===== config.mk =====
export PLATFORM = sky130hd
export DESIGN_NAME = canonical_huffman_decoder_flat
export DESIGN_NICKNAME = d
export VERILOG_FILES = /design/src/hw/rtl/chd_pkg.sv /design/src/hw/rtl/chd_stream_if.sv /design/src/hw/rtl/chd_len_store.sv /design/src/hw/rtl/canonical_huffman_decoder.sv /design/src/flat_wrapper.sv
export SDC_FILE = /design/constraint.sdc
export NUM_CORES = 1
export LEC_CHECK = 0
export BUFFER_PORTS_ARGS = -buffer_cell sky130_fd_sc_hd__buf_2
export CORE_ASPECT_RATIO = 1.75
export CORE_MARGIN = 5
export CORE_UTILIZATION = 60
export CTS_CLUSTER_DIAMETER = 200
export DETAILED_ROUTE_END_ITERATION = 16
export GPL_TIMING_DRIVEN = 0
export HOLD_SLACK_MARGIN = 0.05
export PLACE_DENSITY = 0.77
export SLEW_MARGIN = 0
export SYNTH_ARGS = -nofsm -noshare
export SYNTH_HDL_FRONTEND = slang
export SYNTH_SLANG_ARGS = --single-unit

===== constraint.sdc =====
create_clock -name clk -period 4.3 [get_ports clk]
set_input_delay 0.43 -clock clk [delete_from_list [all_inputs] [get_ports clk]]
set_output_delay 0.43 -clock clk [all_outputs]
set_load 0.05 [all_outputs]

===== src/hw/rtl/chd_pkg.sv =====
// Shared types and codes for the canonical Huffman decoder.
// No dependencies; chd_len_store, the top level and the checker refer to it by scoped names.
`default_nettype none

package chd_pkg;

	parameter int SYMBOL_COUNT_DEF    = 256;
	parameter int MAX_CODE_LENGTH_DEF = 16;

	localparam logic [2:0] OP_CLEAR  = 3'd0;
	localparam logic [2:0] OP_LOAD   = 3'd1;
	localparam logic [2:0] OP_BUILD  = 3'd2;
	localparam logic [2:0] OP_DECODE = 3'd3;
	localparam logic [2:0] OP_EOS    = 3'd4;

	localparam logic [1:0] KIND_SYMBOL = 2'd0;
	localparam logic [1:0] KIND_STATUS = 2'd1;
	localparam logic [1:0] KIND_EOS    = 2'd2;

	localparam logic [1:0] STATUS_OK    = 2'd0;
	localparam logic [1:0] STATUS_EMPTY = 2'd1;
	localparam logic [1:0] STATUS_OVER  = 2'd2;

	typedef struct packed {
		logic [2:0] operation;
		logic [7:0] symbol;
		logic [4:0] code_length;
		logic       stream_bit;
	} cmd_t;

	typedef struct packed {
		logic [1:0] kind;
		logic [7:0] decoded_symbol;
		logic [1:0] build_status;
		logic [4:0] dropped_bits;
	} rsp_t;

endpackage

`default_nettype wire


===== src/hw/rtl/chd_stream_if.sv =====
// Valid/ready channel carrying one payload beat per handshake.
// Payload type comes from chd_pkg at the point of instantiation.
`default_nettype none

interface chd_stream_if #(parameter type payload_t = logic);
	logic     valid;
	logic     ready;
	payload_t payload;

	modport source (output valid, output payload, input ready);
	modport sink (input valid, input payload, output ready);
endinterface

`default_nettype wire


===== src/hw/rtl/chd_len_store.sv =====
// Code length store: one length per symbol, read one address per cycle.
// Per-entry valid bits make unwritten or cleared entries read as zero.
`default_nettype none

module chd_len_store #(
	parameter int SYMBOL_COUNT = chd_pkg::SYMBOL_COUNT_DEF,
	parameter int LEN_W        = 5
) (
	input  wire logic                            clk,
	input  wire logic                            arst_n,
	input  wire logic                            clr,
	input  wire logic                            wr_en,
	input  wire logic [$clog2(SYMBOL_COUNT)-1:0] wr_addr,
	input  wire logic [LEN_W-1:0]                wr_len,
	input  wire logic [$clog2(SYMBOL_COUNT)-1:0] rd_addr,
	output logic      [LEN_W-1:0]                rd_len
);

	logic [LEN_W-1:0]        mem [SYMBOL_COUNT];
	logic [SYMBOL_COUNT-1:0] vld_q;
	logic [LEN_W-1:0]        rd_data_q;
	logic                    rd_vld_q;

	always_ff @(posedge clk) begin
		if (wr_en) begin
			mem[wr_addr] <= wr_len;
		end
		rd_data_q <= mem[rd_addr];
	end

	always_ff @(posedge clk or negedge arst_n) begin
		if (!arst_n) begin
			vld_q    <= '0;
			rd_vld_q <= 1'b0;
		end else begin
			if (clr) begin
				vld_q <= '0;
			end else if (wr_en) begin
				vld_q[wr_addr] <= 1'b1;
			end
			rd_vld_q <= vld_q[rd_addr];
		end
	end

	assign rd_len = rd_vld_q ? rd_data_q : '0;

endmodule

`default_nettype wire


===== src/hw/rtl/canonical_huffman_decoder.sv =====
// Canonical Huffman decoder top level: command sequencer, code tables, output register.
// Depends on chd_pkg, chd_stream_if and chd_len_store.
//
//   port  dir  payload         carries
//   cmd   in   chd_pkg::cmd_t  clear, load, build, decode bit, end of stream
//   rsp   out  chd_pkg::rsp_t  decoded symbol, build status, end of stream report
//
// Clear, load, ignored ops and unmatched decode bits use only the execute state, end of
// stream adds the emit state, and a decode bit that completes a code does table lookup,
// then symbol store read, then emit. An ok build makes two scans of the length store at
// one read per cycle, and handles one code length per cycle in between.
// Reset empties the code tables and length store at once; there is no clearing pass.
// A result waiting in the output register stalls the block only when the next
// result is ready to leave.
`default_nettype none

module canonical_huffman_decoder #(
	parameter int SYMBOL_COUNT    = chd_pkg::SYMBOL_COUNT_DEF,
	parameter int MAX_CODE_LENGTH = chd_pkg::MAX_CODE_LENGTH_DEF
) (
	input wire logic     clk,
	input wire logic     arst_n,
	chd_stream_if.sink   cmd,
	chd_stream_if.source rsp
);

	localparam int SW = $clog2(SYMBOL_COUNT);
	localparam int NW = $clog2(SYMBOL_COUNT + 1);
	localparam int LW = $clog2(MAX_CODE_LENGTH + 1);
	localparam int CW = MAX_CODE_LENGTH;
	localparam int FW = CW + 1;
	localparam int DW = ((FW > NW) ? FW : NW) + 1;
	localparam int RW = NW + 2;
	localparam int LD = MAX_CODE_LENGTH + 1;

	localparam logic [SW:0]          SCAN_END = (SW + 1)'(SYMBOL_COUNT);
	localparam logic [LW-1:0]        LEN_MAX  = LW'(MAX_CODE_LENGTH);
	localparam logic signed [RW-1:0] ROOM_CAP = RW'(SYMBOL_COUNT);

	localparam logic [2:0] ST_IDLE  = 3'd0;
	localparam logic [2:0] ST_EXEC  = 3'd1;
	localparam logic [2:0] ST_COUNT = 3'd2;
	localparam logic [2:0] ST_KRAFT = 3'd3;
	localparam logic [2:0] ST_PLACE = 3'd4;
	localparam logic [2:0] ST_READ  = 3'd5;
	localparam logic [2:0] ST_EMIT  = 3'd6;

	logic [2:0]           state_q;
	chd_pkg::cmd_t        cmd_q;
	logic                 table_ready_q;
	logic [CW-1:0]        partial_q;
	logic [LW-1:0]        plen_q;

	logic [NW-1:0]        cnt_q    [LD];
	logic [FW-1:0]        first_q  [LD];
	logic [NW-1:0]        offset_q [LD];
	logic [NW-1:0]        fill_q   [LD];

	logic [SW:0]          scan_q;
	logic                 pend_s1;
	logic [SW-1:0]        scan_sym_s1;
	logic                 any_q;

	logic [LW-1:0]        lvl_q;
	logic signed [RW-1:0] room_q;
	logic [FW-1:0]        code_q;
	logic [NW-1:0]        prev_cnt_q;
	logic [NW-1:0]        off_acc_q;

	logic [SW-1:0]        sorted_mem [SYMBOL_COUNT];
	logic [SW-1:0]        sorted_rd_q;
	logic [SW-1:0]        idx_q;

	chd_pkg::rsp_t        res_q;
	chd_pkg::rsp_t        out_q;
	logic                 out_valid_q;

	logic [LW-1:0]        rd_len;
	logic                 load_ok;
	logic                 scan_done;
	logic                 emit_fire;

	logic [CW-1:0]        code_n;
	logic [LW-1:0]        len_n;
	logic [NW-1:0]        d_cnt;
	logic [FW-1:0]        d_first;
	logic [DW-1:0]        d_diff;
	logic                 dec_hit;
	logic [SW-1:0]        dec_idx;

	logic [NW-1:0]        cur_cnt;
	logic signed [RW-1:0] room_next;
	logic [DW-1:0]        code_sum;
	logic [FW-1:0]        code_next;
	logic [NW-1:0]        off_next;

	logic                 place_we;
	logic [SW-1:0]        place_addr;

	chd_len_store #(
		.SYMBOL_COUNT(SYMBOL_COUNT),
		.LEN_W       (LW)
	) u_len_store (
		.clk    (clk),
		.arst_n (arst_n),
		.clr    (state_q == ST_EXEC && cmd_q.operation == chd_pkg::OP_CLEAR),
		.wr_en  (state_q == ST_EXEC && cmd_q.operation == chd_pkg::OP_LOAD && load_ok),
		.wr_addr(SW'(cmd_q.symbol)),
		.wr_len (LW'(cmd_q.code_length)),
		.rd_addr(SW'(scan_q)),
		.rd_len (rd_len)
	);

	assign load_ok = ({1'b0, cmd_q.symbol} < 9'(SYMBOL_COUNT))
		&& (6'(cmd_q.code_length) <= 6'(MAX_CODE_LENGTH));
	assign scan_done = (scan_q == SCAN_END) && !pend_s1;
	assign emit_fire = (state_q == ST_EMIT) && (!out_valid_q || rsp.ready);

	// Decode: compare the grown code against the first code of its length.
	always_comb begin
		code_n  = CW'({partial_q, cmd_q.stream_bit});
		len_n   = plen_q + LW'(1);
		d_cnt   = cnt_q[len_n];
		d_first = first_q[len_n];
		d_diff  = DW'(code_n) - DW'(d_first);
		dec_hit = (d_cnt != '0) && (DW'(code_n) >= DW'(d_first)) && (d_diff < DW'(d_cnt));
		dec_idx = SW'(NW'(d_diff) + offset_q[len_n]);
	end

	// One code length per step: Kraft room, first code and offset.
	always_comb begin
		cur_cnt   = cnt_q[lvl_q];
		room_next = $signed({room_q[RW-2:0], 1'b0}) - $signed({2'b00, cur_cnt});
		code_sum  = DW'(code_q) + DW'(prev_cnt_q);
		code_next = FW'(code_sum << 1);
		off_next  = off_acc_q + prev_cnt_q;
	end

	assign place_we   = (state_q == ST_PLACE) && pend_s1 && (rd_len != '0);
	assign place_addr = SW'(fill_q[rd_len]);

	always_ff @(posedge clk or negedge arst_n) begin
		if (!arst_n) begin
			state_q       <= ST_IDLE;
			table_ready_q <= 1'b0;
			partial_q     <= '0;
			plen_q        <= '0;
			for (int l = 0; l < LD; l++) begin
				cnt_q[l]    <= '0;
				first_q[l]  <= '0;
				offset_q[l] <= '0;
				fill_q[l]   <= '0;
			end
			scan_q      <= '0;
			pend_s1     <= 1'b0;
			any_q       <= 1'b0;
			lvl_q       <= '0;
			room_q      <= '0;
			code_q      <= '0;
			prev_cnt_q  <= '0;
			off_acc_q   <= '0;
			out_valid_q <= 1'b0;
		end else begin
			if (emit_fire) begin
				out_valid_q <= 1'b1;
			end else if (rsp.ready) begin
				out_valid_q <= 1'b0;
			end
			case (state_q)
				ST_IDLE: begin
					if (cmd.valid) begin
						state_q <= ST_EXEC;
					end
				end
				ST_EXEC: begin
					case (cmd_q.operation)
						chd_pkg::OP_CLEAR: begin
							state_q       <= ST_IDLE;
							table_ready_q <= 1'b0;
							partial_q     <= '0;
							plen_q        <= '0;
							for (int l = 0; l < LD; l++) begin
								cnt_q[l]    <= '0;
								first_q[l]  <= '0;
								offset_q[l] <= '0;
							end
						end
						chd_pkg::OP_LOAD: begin
							state_q <= ST_IDLE;
							if (load_ok) begin
								table_ready_q <= 1'b0;
								partial_q     <= '0;
								plen_q        <= '0;
							end
						end
						chd_pkg::OP_BUILD: begin
							table_ready_q <= 1'b0;
							partial_q     <= '0;
							plen_q        <= '0;
							for (int l = 0; l < LD; l++) begin
								cnt_q[l] <= '0;
							end
							any_q   <= 1'b0;
							scan_q  <= '0;
							pend_s1 <= 1'b0;
							state_q <= ST_COUNT;
						end
						chd_pkg::OP_DECODE: begin
							if (!table_ready_q) begin
								state_q <= ST_IDLE;
							end else if (dec_hit) begin
								partial_q <= '0;
								plen_q    <= '0;
								state_q   <= ST_READ;
							end else if (len_n == LEN_MAX) begin
								// drop an unmatched code at full length
								partial_q <= '0;
								plen_q    <= '0;
								state_q   <= ST_IDLE;
							end else begin
								partial_q <= code_n;
								plen_q    <= len_n;
								state_q   <= ST_IDLE;
							end
						end
						chd_pkg::OP_EOS: begin
							partial_q <= '0;
							plen_q    <= '0;
							state_q   <= ST_EMIT;
						end
						default: begin
							state_q <= ST_IDLE;
						end
					endcase
				end
				ST_COUNT: begin
					if (scan_q != SCAN_END) begin
						scan_q  <= scan_q + (SW + 1)'(1);
						pend_s1 <= 1'b1;
					end else begin
						pend_s1 <= 1'b0;
					end
					if (pend_s1 && rd_len != '0) begin
						cnt_q[rd_len] <= cnt_q[rd_len] + NW'(1);
						any_q         <= 1'b1;
					end
					if (scan_done) begin
						if (any_q) begin
							lvl_q      <= LW'(1);
							room_q     <= RW'(1);
							code_q     <= '0;
							prev_cnt_q <= '0;
							off_acc_q  <= '0;
							state_q    <= ST_KRAFT;
						end else begin
							state_q <= ST_EMIT;
						end
					end
				end
				ST_KRAFT: begin
					first_q[lvl_q]  <= code_next;
					offset_q[lvl_q] <= off_next;
					fill_q[lvl_q]   <= off_next;
					code_q          <= code_next;
					off_acc_q       <= off_next;
					prev_cnt_q      <= cur_cnt;
					// room never shrinks once it covers every symbol: saturate there
					room_q          <= (room_next > ROOM_CAP) ? ROOM_CAP : room_next;
					lvl_q           <= lvl_q + LW'(1);
					if (room_next[RW-1]) begin
						state_q <= ST_EMIT;
					end else if (lvl_q == LEN_MAX) begin
						scan_q  <= '0;
						pend_s1 <= 1'b0;
						state_q <= ST_PLACE;
					end
				end
				ST_PLACE: begin
					if (scan_q != SCAN_END) begin
						scan_q  <= scan_q + (SW + 1)'(1);
						pend_s1 <= 1'b1;
					end else begin
						pend_s1 <= 1'b0;
					end
					if (place_we) begin
						fill_q[rd_len] <= fill_q[rd_len] + NW'(1);
					end
					if (scan_done) begin
						table_ready_q <= 1'b1;
						state_q       <= ST_EMIT;
					end
				end
				ST_READ: begin
					state_q <= ST_EMIT;
				end
				ST_EMIT: begin
					if (emit_fire) begin
						state_q <= ST_IDLE;
					end
				end
				default: begin
					state_q <= ST_IDLE;
				end
			endcase
		end
	end

	always_ff @(posedge clk) begin
		if (cmd.valid && cmd.ready) begin
			cmd_q <= cmd.payload;
		end
		scan_sym_s1 <= SW'(scan_q);
		case (state_q)
			ST_EXEC: begin
				idx_q <= dec_idx;
				if (cmd_q.operation == chd_pkg::OP_EOS) begin
					res_q <= '{kind: chd_pkg::KIND_EOS, decoded_symbol: '0,
						build_status: chd_pkg::STATUS_OK, dropped_bits: 5'(plen_q)};
				end else begin
					res_q <= '{kind: chd_pkg::KIND_SYMBOL, decoded_symbol: '0,
						build_status: chd_pkg::STATUS_OK, dropped_bits: '0};
				end
			end
			ST_COUNT: begin
				res_q <= '{kind: chd_pkg::KIND_STATUS, decoded_symbol: '0,
					build_status: chd_pkg::STATUS_EMPTY, dropped_bits: '0};
			end
			ST_KRAFT: begin
				res_q <= '{kind: chd_pkg::KIND_STATUS, decoded_symbol: '0,
					build_status: chd_pkg::STATUS_OVER, dropped_bits: '0};
			end
			ST_PLACE: begin
				res_q <= '{kind: chd_pkg::KIND_STATUS, decoded_symbol: '0,
					build_status: chd_pkg::STATUS_OK, dropped_bits: '0};
			end
			default: begin
			end
		endcase
		if (emit_fire) begin
			if (res_q.kind == chd_pkg::KIND_SYMBOL) begin
				out_q <= '{kind: res_q.kind, decoded_symbol: 8'(sorted_rd_q),
					build_status: res_q.build_status, dropped_bits: res_q.dropped_bits};
			end else begin
				out_q <= res_q;
			end
		end
	end

	// Symbol store: written during the placement scan, read at the decoded index.
	always_ff @(posedge clk) begin
		if (place_we) begin
			sorted_mem[place_addr] <= scan_sym_s1;
		end
		sorted_rd_q <= sorted_mem[idx_q];
	end

	assign cmd.ready   = (state_q == ST_IDLE);
	assign rsp.valid   = out_valid_q;
	assign rsp.payload = out_q;

endmodule

`default_nettype wire


===== src/flat_wrapper.sv =====
// flat-port wrapper written by rule: the top's interface ports become plain ports
module canonical_huffman_decoder_flat 
#(
	parameter int SYMBOL_COUNT    = chd_pkg::SYMBOL_COUNT_DEF,
	parameter int MAX_CODE_LENGTH = chd_pkg::MAX_CODE_LENGTH_DEF
)
  (clk, arst_n, cmd_valid, cmd_payload, cmd_ready, rsp_valid, rsp_payload, rsp_ready);
  chd_stream_if cmd_i ();
  chd_stream_if rsp_i ();
  input wire logic clk;
  input wire logic arst_n;
  input wire logic [$bits(cmd_i.valid)-1:0] cmd_valid;
  input wire logic [$bits(cmd_i.payload)-1:0] cmd_payload;
  output wire logic [$bits(cmd_i.ready)-1:0] cmd_ready;
  output wire logic [$bits(rsp_i.valid)-1:0] rsp_valid;
  output wire logic [$bits(rsp_i.payload)-1:0] rsp_payload;
  input wire logic [$bits(rsp_i.ready)-1:0] rsp_ready;
  assign cmd_i.valid = cmd_valid;
  assign cmd_i.payload = cmd_payload;
  assign cmd_ready = cmd_i.ready;
  assign rsp_valid = rsp_i.valid;
  assign rsp_payload = rsp_i.payload;
  assign rsp_i.ready = rsp_ready;
  canonical_huffman_decoder #(.SYMBOL_COUNT(SYMBOL_COUNT), .MAX_CODE_LENGTH(MAX_CODE_LENGTH)) u_core (.clk(clk), .arst_n(arst_n), .cmd(cmd_i), .rsp(rsp_i));
endmodule

* Yosys cells after proc, flatten, opt, wreduce, memory -nomap -nowiden
Cells that the tools add are included.
Word-level totals: register bits 447, latch bits 0, bits in writable memories 0, bits in read-only memories 0, bits of input ports 5, output and inout port bits 3, word-level logic and storage cells 124, memories kept 0
Cells by class: $add $sub $neg 4, multipliers 0, div/mod/pow operators 0, order comparisons 5, equality and inequality tests 19, shift operators 0, multiplexer cells 43, bitwise operators 3, reductions and logical operators 21
Operators by type and width (count):
- 153-bit one-hot mux with 2 select lines | 1
- 256-bit two-way mux | 1
- 153-bit bitwise mux | 1
- 153-bit two-way mux | 1
- 9-bit binary-select mux with 5-bit select | 2
- 9-bit two-way mux | 8
- 17-bit one-hot mux with 4 select lines | 1
- 9-bit demux with 5-bit select | 1
- 10-bit two-way mux | 3
- 3-bit two-way mux | 7
- 10-bit one-hot mux with 2 select lines | 1
- 9-bit by 1-bit adder with 9-bit output (second input constant) | 2
- 3-bit one-hot mux with 6 select lines | 1
- 9-bit one-hot mux with 2 select lines | 1
- 5-bit two-way mux | 3
- 2-bit by 1-bit inequality test with 1-bit output (second input constant) | 7
- 6-bit >= comparator (second input constant) | 2
- 5-bit inverter with 6-bit output | 2
- 11-bit by 10-bit > comparator with 1-bit output (second input constant) | 1
- 11-bit by 10-bit subtractor with 11-bit output | 1
- 5-bit one-hot mux with 2 select lines | 1
- 5-bit AND reduction | 2
- 3-bit == test (second input constant) | 3
- 9-bit == test (second input constant) | 1
- 25 further kinds | 41

* Logic depth before layout (Yosys ltp)
depth after elaboration 9, gate-level depth with buffers 12, mapped depth without buffers 10

* Cells and area by module
A second synthesis with hierarchy kept.
Unflattened totals: cell total of the unflattened synthesis 4421, area, all modules 71581.2 um2
Modules (own cells, without submodules):
- chd_len_store | instances 1, cells an instance 3464, area each 61118.6 um2, seq. area each 44968.1 um2
- canonical_huffman_decoder | instances 1, cells an instance 957, area each 10462.5 um2, seq. area each 4579.4 um2

* Least setup slack after synthesis
Ideal clock, no wire load.
kind flip-flop to flip-flop, start reg u_core.lvl_q[2], end reg u_core.scan_q[3], library setup time 79 ps, data arrival time 3536 ps, required time 4221 ps, path slack 684 ps, stages on the path, launching flop included 12, buffers on the path 1, period minus slack after synthesis 3616 ps, cell sequence dfrtp_1 or2_2 nor4_1 nand2_1 fa_1 a211oi_2 o21ai_1 o2111a_1 a211o_1 buf_2 a211oi_2 mux2i_1
On the way: cells in the longest elaborated chain, start to end 7, elaborated cells on any way between the ends 9, those cells by class add/sub (1); eq/ne (3); mux (3); bitwise (1); reduce/logical (1)
Ends and longest elaborated chain:
- start, declared | RTL line canonical_huffman_decoder.sv:64 | logic [LW-1:0] lvl_q;
- start signal, assigned | RTL line canonical_huffman_decoder.sv:269 | lvl_q <= lvl_q + LW'(1);
- 5-bit inverter with 6-bit output (not written as such) | RTL line canonical_huffman_decoder.sv:132 | cur_cnt = cnt_q[lvl_q];
- 9-bit binary-select mux with 5-bit select | RTL line canonical_huffman_decoder.sv:132
- 9-bit two-way mux (not written as such) (2 in series) | RTL line canonical_huffman_decoder.sv:132
- 11-bit by 10-bit subtractor with 11-bit output | RTL line canonical_huffman_decoder.sv:133 | room_next = $signed({room_q[RW-2:0], 1'b0}) - $signed({2'b00, cur_cnt});
- 2-bit inequality test (no line)
- 5-bit AND reduction (no line) *
- end signal, assigned | RTL line canonical_huffman_decoder.sv:238 | scan_q <= scan_q + (SW + 1)'(1);
- end signal, assigned | RTL line canonical_huffman_decoder.sv:280 | scan_q <= scan_q + (SW + 1)'(1);
- end, declared | RTL line canonical_huffman_decoder.sv:59 | logic [SW:0] scan_q;
Mark *: on every way between the ends. The rest lies on a longest branch, timed or not. The select of a mux whose other input is x is not followed. A chain may end at the register's enable or synchronous reset.

* Worst setup path in the final report
start reg u_core.lvl_q[2], end reg u_core.room_q[2]
On the way: cells in the longest elaborated chain, start to end 8
Ends and longest elaborated chain:
- 5-bit inverter with 6-bit output (not written as such) * | RTL line canonical_huffman_decoder.sv:132
- 9-bit binary-select mux with 5-bit select * | RTL line canonical_huffman_decoder.sv:132
- 9-bit two-way mux (not written as such) * (2 in series) | RTL line canonical_huffman_decoder.sv:132
- 11-bit by 10-bit subtractor with 11-bit output * | RTL line canonical_huffman_decoder.sv:133
- 11-bit by 10-bit > comparator with 1-bit output | RTL line canonical_huffman_decoder.sv:268 | room_q <= (room_next > ROOM_CAP) ? ROOM_CAP : room_next;
- 10-bit two-way mux * | RTL line canonical_huffman_decoder.sv:268
- 10-bit one-hot mux with 2 select lines * | RTL line canonical_huffman_decoder.sv:169 | case (state_q)
- end signal, assigned | RTL line canonical_huffman_decoder.sv:268
- end, declared | RTL line canonical_huffman_decoder.sv:65 | logic signed [RW-1:0] room_q;
Marks and branches as above.

==> results.md <==
* Status: completed
* Proportion of layout cells with a drive suffix above 1 at 0.147
* Achievable frequency at 262 MHz
* Cell Count, Final, Fillers Out at between 300 and 400
* Wire length per cell at 16.4 um
* Clock Path Buffers at 2
* Slowest cell delay on critical path at 0.57 ns
* Final worst-path cycle share at 0.886
* Largest clock skew in the final design at 0.00666 ns
* DPL Wire Length at 3.76 mm
* Most common flop cell mapped by yosys: sky130_fd_sc_hd__dfrtp_1
* Fraction of registers with async set or reset after synthesis at 1.00
* Total number of vias at 1923
* Required time of the critical path at 4.44 ns
* Number of levels the H-tree was split into at 2
* Total wire length at slightly above 5 mm
* Total die area at 0.00551 mm^2
* Peak supply drop at 260 uV
* Critical-path maximum fanout at 8
* Total power at 0.620 mW
* Critical path's slowest cell: sky130_fd_sc_hd__a311oi_2
* Cell-by-cell listing of the critical path: or2_2 -> nor4_4 -> nand2_1 -> fa_1 -> a211oi_2 -> o21ai_1 -> o2111a_1 -> a211o_1 -> a311oi_2 -> nor3_1
* Number of enable flip-flop cells after synthesis at 0
* Sequential power share at 0.576
* Total congestion overflow at 0
* First-pass GRT wire length at 8.82 mm
* Largest net degree at the start of global routing at 39
* Clock group share of total power at 0.406
* Placed instance count at between 300 and 400
* WHS at 0.243 ns
* Antenna-violating nets left at 0
* Slew of the pin with the lowest slew margin at 1.20 ns
* CTS tree: built
* Max-slew violations at 0
* Later-pin clock latency in the skew report at 0.29 ns
* Final Hold Fails at 0
* P_leak at 1.17 nW
* Die extent in y at 94.6 um
* Total track usage at 0.208
* Cell Pwr Density at roughly 230 mW/mm^2
* Initial Util at 0.628
* Cell Area, Placed at 0.00254 mm^2
* Number of input and output port buffers inserted at 5
* Global placer's final weighted congestion at 0.906
* Number of buffers created by CTS at 5
* CP Class: reg2reg
* Initial antenna violation count at 0
* CTS root buf: sky130_fd_sc_hd__clkbuf_8
* Post-synth design cell area at 0.00245 mm^2
* Cells after synthesis at approximately 250
* Chip Width at 58.3 um
* Final instance area at roughly 0.0026 mm^2
* Internal cell power at roughly 0.49 mW
* Synth cell types at 57
* Average vias per placed instance at 6.12
* Max transition margin at 0.197
* Row count at 30
* Core Box Area at 0.00390 mm^2
* Worst endpoint data arrival time at between 3 and 4 ns
* Nets in the synthesized netlist at 272
* Layout overhead on the synthesized area at 7.81%
* Filler cell count in the final layout at 321
* Critical path launch point type: flop
* Shortest clock period the worst path allows after layout at 3.81 ns
* Hold-fix buffer count after cts at 0
* Number of warnings printed during yosys synthesis at 0
* Switching power total at 0.131 mW
* Inserted Diodes at 0
* Sinks on the clock net at 38
* Unrepaired setup endpoints after global routing: false
* FF+latch count, synth at 38
* Vias in the first global route at 2012
* Setup violators final at 0
* Mapped Avg Cell Area at 9.69 um^2
* Final #Nets at about 280
* First-iteration detailed-routing DRC count at 80
* Worst hold path class: in2async
* Crit end category: flop
* Number of max-capacitance violations reported at 0
* Register area share after synthesis at 0.388
* Power share of the combinational group at 0.017
* Number of remaining DRC errors at 0
* Switching share of total power at 0.212
* Detailed-routing iteration count for the pre-antenna-repair pass at 4
* Count of pins on the block boundary at 8
* Clock transition time at the flip-flop clock pins of the worst setup and hold paths at 0.07 ns
## layer usage
metal,routed length [um],vias to the layer above,global-route usage
li1,-,939,-
met1,2000,922,0.220
met2,2770,40,0.368
met3,128,22,0.0315
met4,235,0,0.137
met5,0,-,0
## power by group through the flow
stage               Clock [mW]  Sequential, mW  Combinational [mW]
global route             0.277           0.357              0.0124
CTS                      0.261           0.357              0.0111
global placement             0           0.364              0.0111
finish                   0.252           0.357              0.0106
detailed placement           0           0.364              0.0111
floorplan                    0           0.364             0.00275
## cell usage after synthesis, types with 3 or more instances
cell | count | area share
sky130_fd_sc_hd__o21bai_1 | 7 | 0.021
sky130_fd_sc_hd__clkbuf_1 | 5 | 0.0077
sky130_fd_sc_hd__dfrtp_1 | 38 | 0.39
sky130_fd_sc_hd__nor2_1 | 9 | 0.014
sky130_fd_sc_hd__nor3_1 | 7 | 0.014
sky130_fd_sc_hd__nor3b_1 | 5 | 0.015
sky130_fd_sc_hd__nand3_1 | 5 | 0.010
sky130_fd_sc_hd__xnor2_1 | 7 | 0.025
sky130_fd_sc_hd__a21oi_1 | 13 | 0.027
sky130_fd_sc_hd__nor2b_1 | 9 | 0.023
sky130_fd_sc_hd__buf_2 | 4 | 0.0082
sky130_fd_sc_hd__nand2_1 | 25 | 0.038
sky130_fd_sc_hd__ha_1 | 13 | 0.066
sky130_fd_sc_hd__o21ai_1 | 3 | 0.0061
sky130_fd_sc_hd__a211oi_2 | 7 | 0.036
sky130_fd_sc_hd__a31oi_1 | 3 | 0.0077
sky130_fd_sc_hd__mux2i_1 | 11 | 0.045
sky130_fd_sc_hd__inv_1 | 11 | 0.017
sky130_fd_sc_hd__nand4_1 | 4 | 0.010
sky130_fd_sc_hd__o21ai_0 | 17 | 0.035
## area by class of cell
class	instances	area, um^2	area share
Buffer	12	57.6	0.0218
Inverter	11	41.3	0.0156
Sequential cell	38	951	0.360
Multi-Input combinational cell	192	1420	0.536
Clock inverter	1	5.00	0.00189
Clock buffer	7	86.3	0.0327
Tap cell	48	60.1	0.0227
Timing Repair Buffer	5	25.0	0.00947
## stage by stage
stage / TNS, ns / util / setup slack (ns)
finish: 0 / 0.677 / 0.489
global route: 0 / 0.677 / 0.190
CTS: 0 / 0.675 / 0.247
detailed placement: -1.84 / 0.650 / -0.194
global placement: -2.15 / 0.650 / -0.204
floorplan: 0 / - / 0.684
## path summary, 6_finish.rpt
path / start / endpoint / slack (ns) / cells after the start
max reg2reg: u_core.lvl_q[2]$_DFFE_PN0P_ / u_core.room_q[2]$_DFFE_PN0P_ / 0.49 / 10
min reg2reg: u_core.cnt_q[145]$_DFFE_PN0P_ / u_core.cnt_q[145]$_DFFE_PN0P_ / 0.51 / 1
max: u_core.lvl_q[2]$_DFFE_PN0P_ / u_core.room_q[2]$_DFFE_PN0P_ / 0.49 / 10
min: arst_n / u_core.lvl_q[0]$_DFFE_PN0P_ / 0.24 / 1
min in group clk: cmd_valid / u_core.state_q[0]$_DFFE_PN0P_ / 0.36 / 3
max in group asynchronous: arst_n / u_core.room_q[2]$_DFFE_PN0P_ / 3.52 / 1
## cell usage in the layout, fill, tap and decap left out, types with 5 or more instances in the layout
cell	instances
sky130_fd_sc_hd__a21oi_1	13
sky130_fd_sc_hd__nand3_1	5
sky130_fd_sc_hd__nor2b_1	9
sky130_fd_sc_hd__xnor2_1	7
sky130_fd_sc_hd__nand2_1	25
sky130_fd_sc_hd__nor2_1	9
sky130_fd_sc_hd__nor3b_1	5
sky130_fd_sc_hd__inv_1	11
sky130_fd_sc_hd__clkbuf_8	6
sky130_fd_sc_hd__mux2i_1	11
sky130_fd_sc_hd__dfrtp_1	38
sky130_fd_sc_hd__a211oi_2	7
sky130_fd_sc_hd__o21bai_1	7
sky130_fd_sc_hd__nor3_1	7
sky130_fd_sc_hd__buf_2	9
sky130_fd_sc_hd__clkbuf_1	6
sky130_fd_sc_hd__ha_1	13
sky130_fd_sc_hd__o21ai_0	17
## state kept, by name (all words and copies together) (netlist names)
register and count:
u_core.room_q 10, u_core.cnt_q 9, u_core.scan_q 9, u_core.lvl_q 5
u_core.state_q 3, u_core.pend_s1 1, u_core.rsp.valid 1
## worst max-delay path, delay by kind of cell, from the launching register on
family / cells / cell delay, ns
AO/OA/AOI/OAI: 5 / 1.61
AND/OR/NAND/NOR: 4 / 1.12
adder cells (fa/ha/maj): 1 / 0.48
flip-flops: 1 / 0.43
## repair_timing
item,CTS,global route
endpoints found under the setup margin,18,9
endpoints found under the hold margin,0,0
gates resized for setup,1,1
setup buffers,0,0
## kinds of logic (layout without fill, tap and decap cells)
logic type      Yosys count  in the layout  share of synthesized area
compound gates           74             74                      0.228
xor+xnor                  9              9                     0.0322
fa+ha+maj                14             14                     0.0745
buf+inv                  23             36                     0.0403
flops                    38             38                      0.388
mux                      12             12                     0.0495
other cells               1              1                    0.00153
simple gates             82             82                      0.186
No activity file was read; power rests on OpenSTA's default activity.
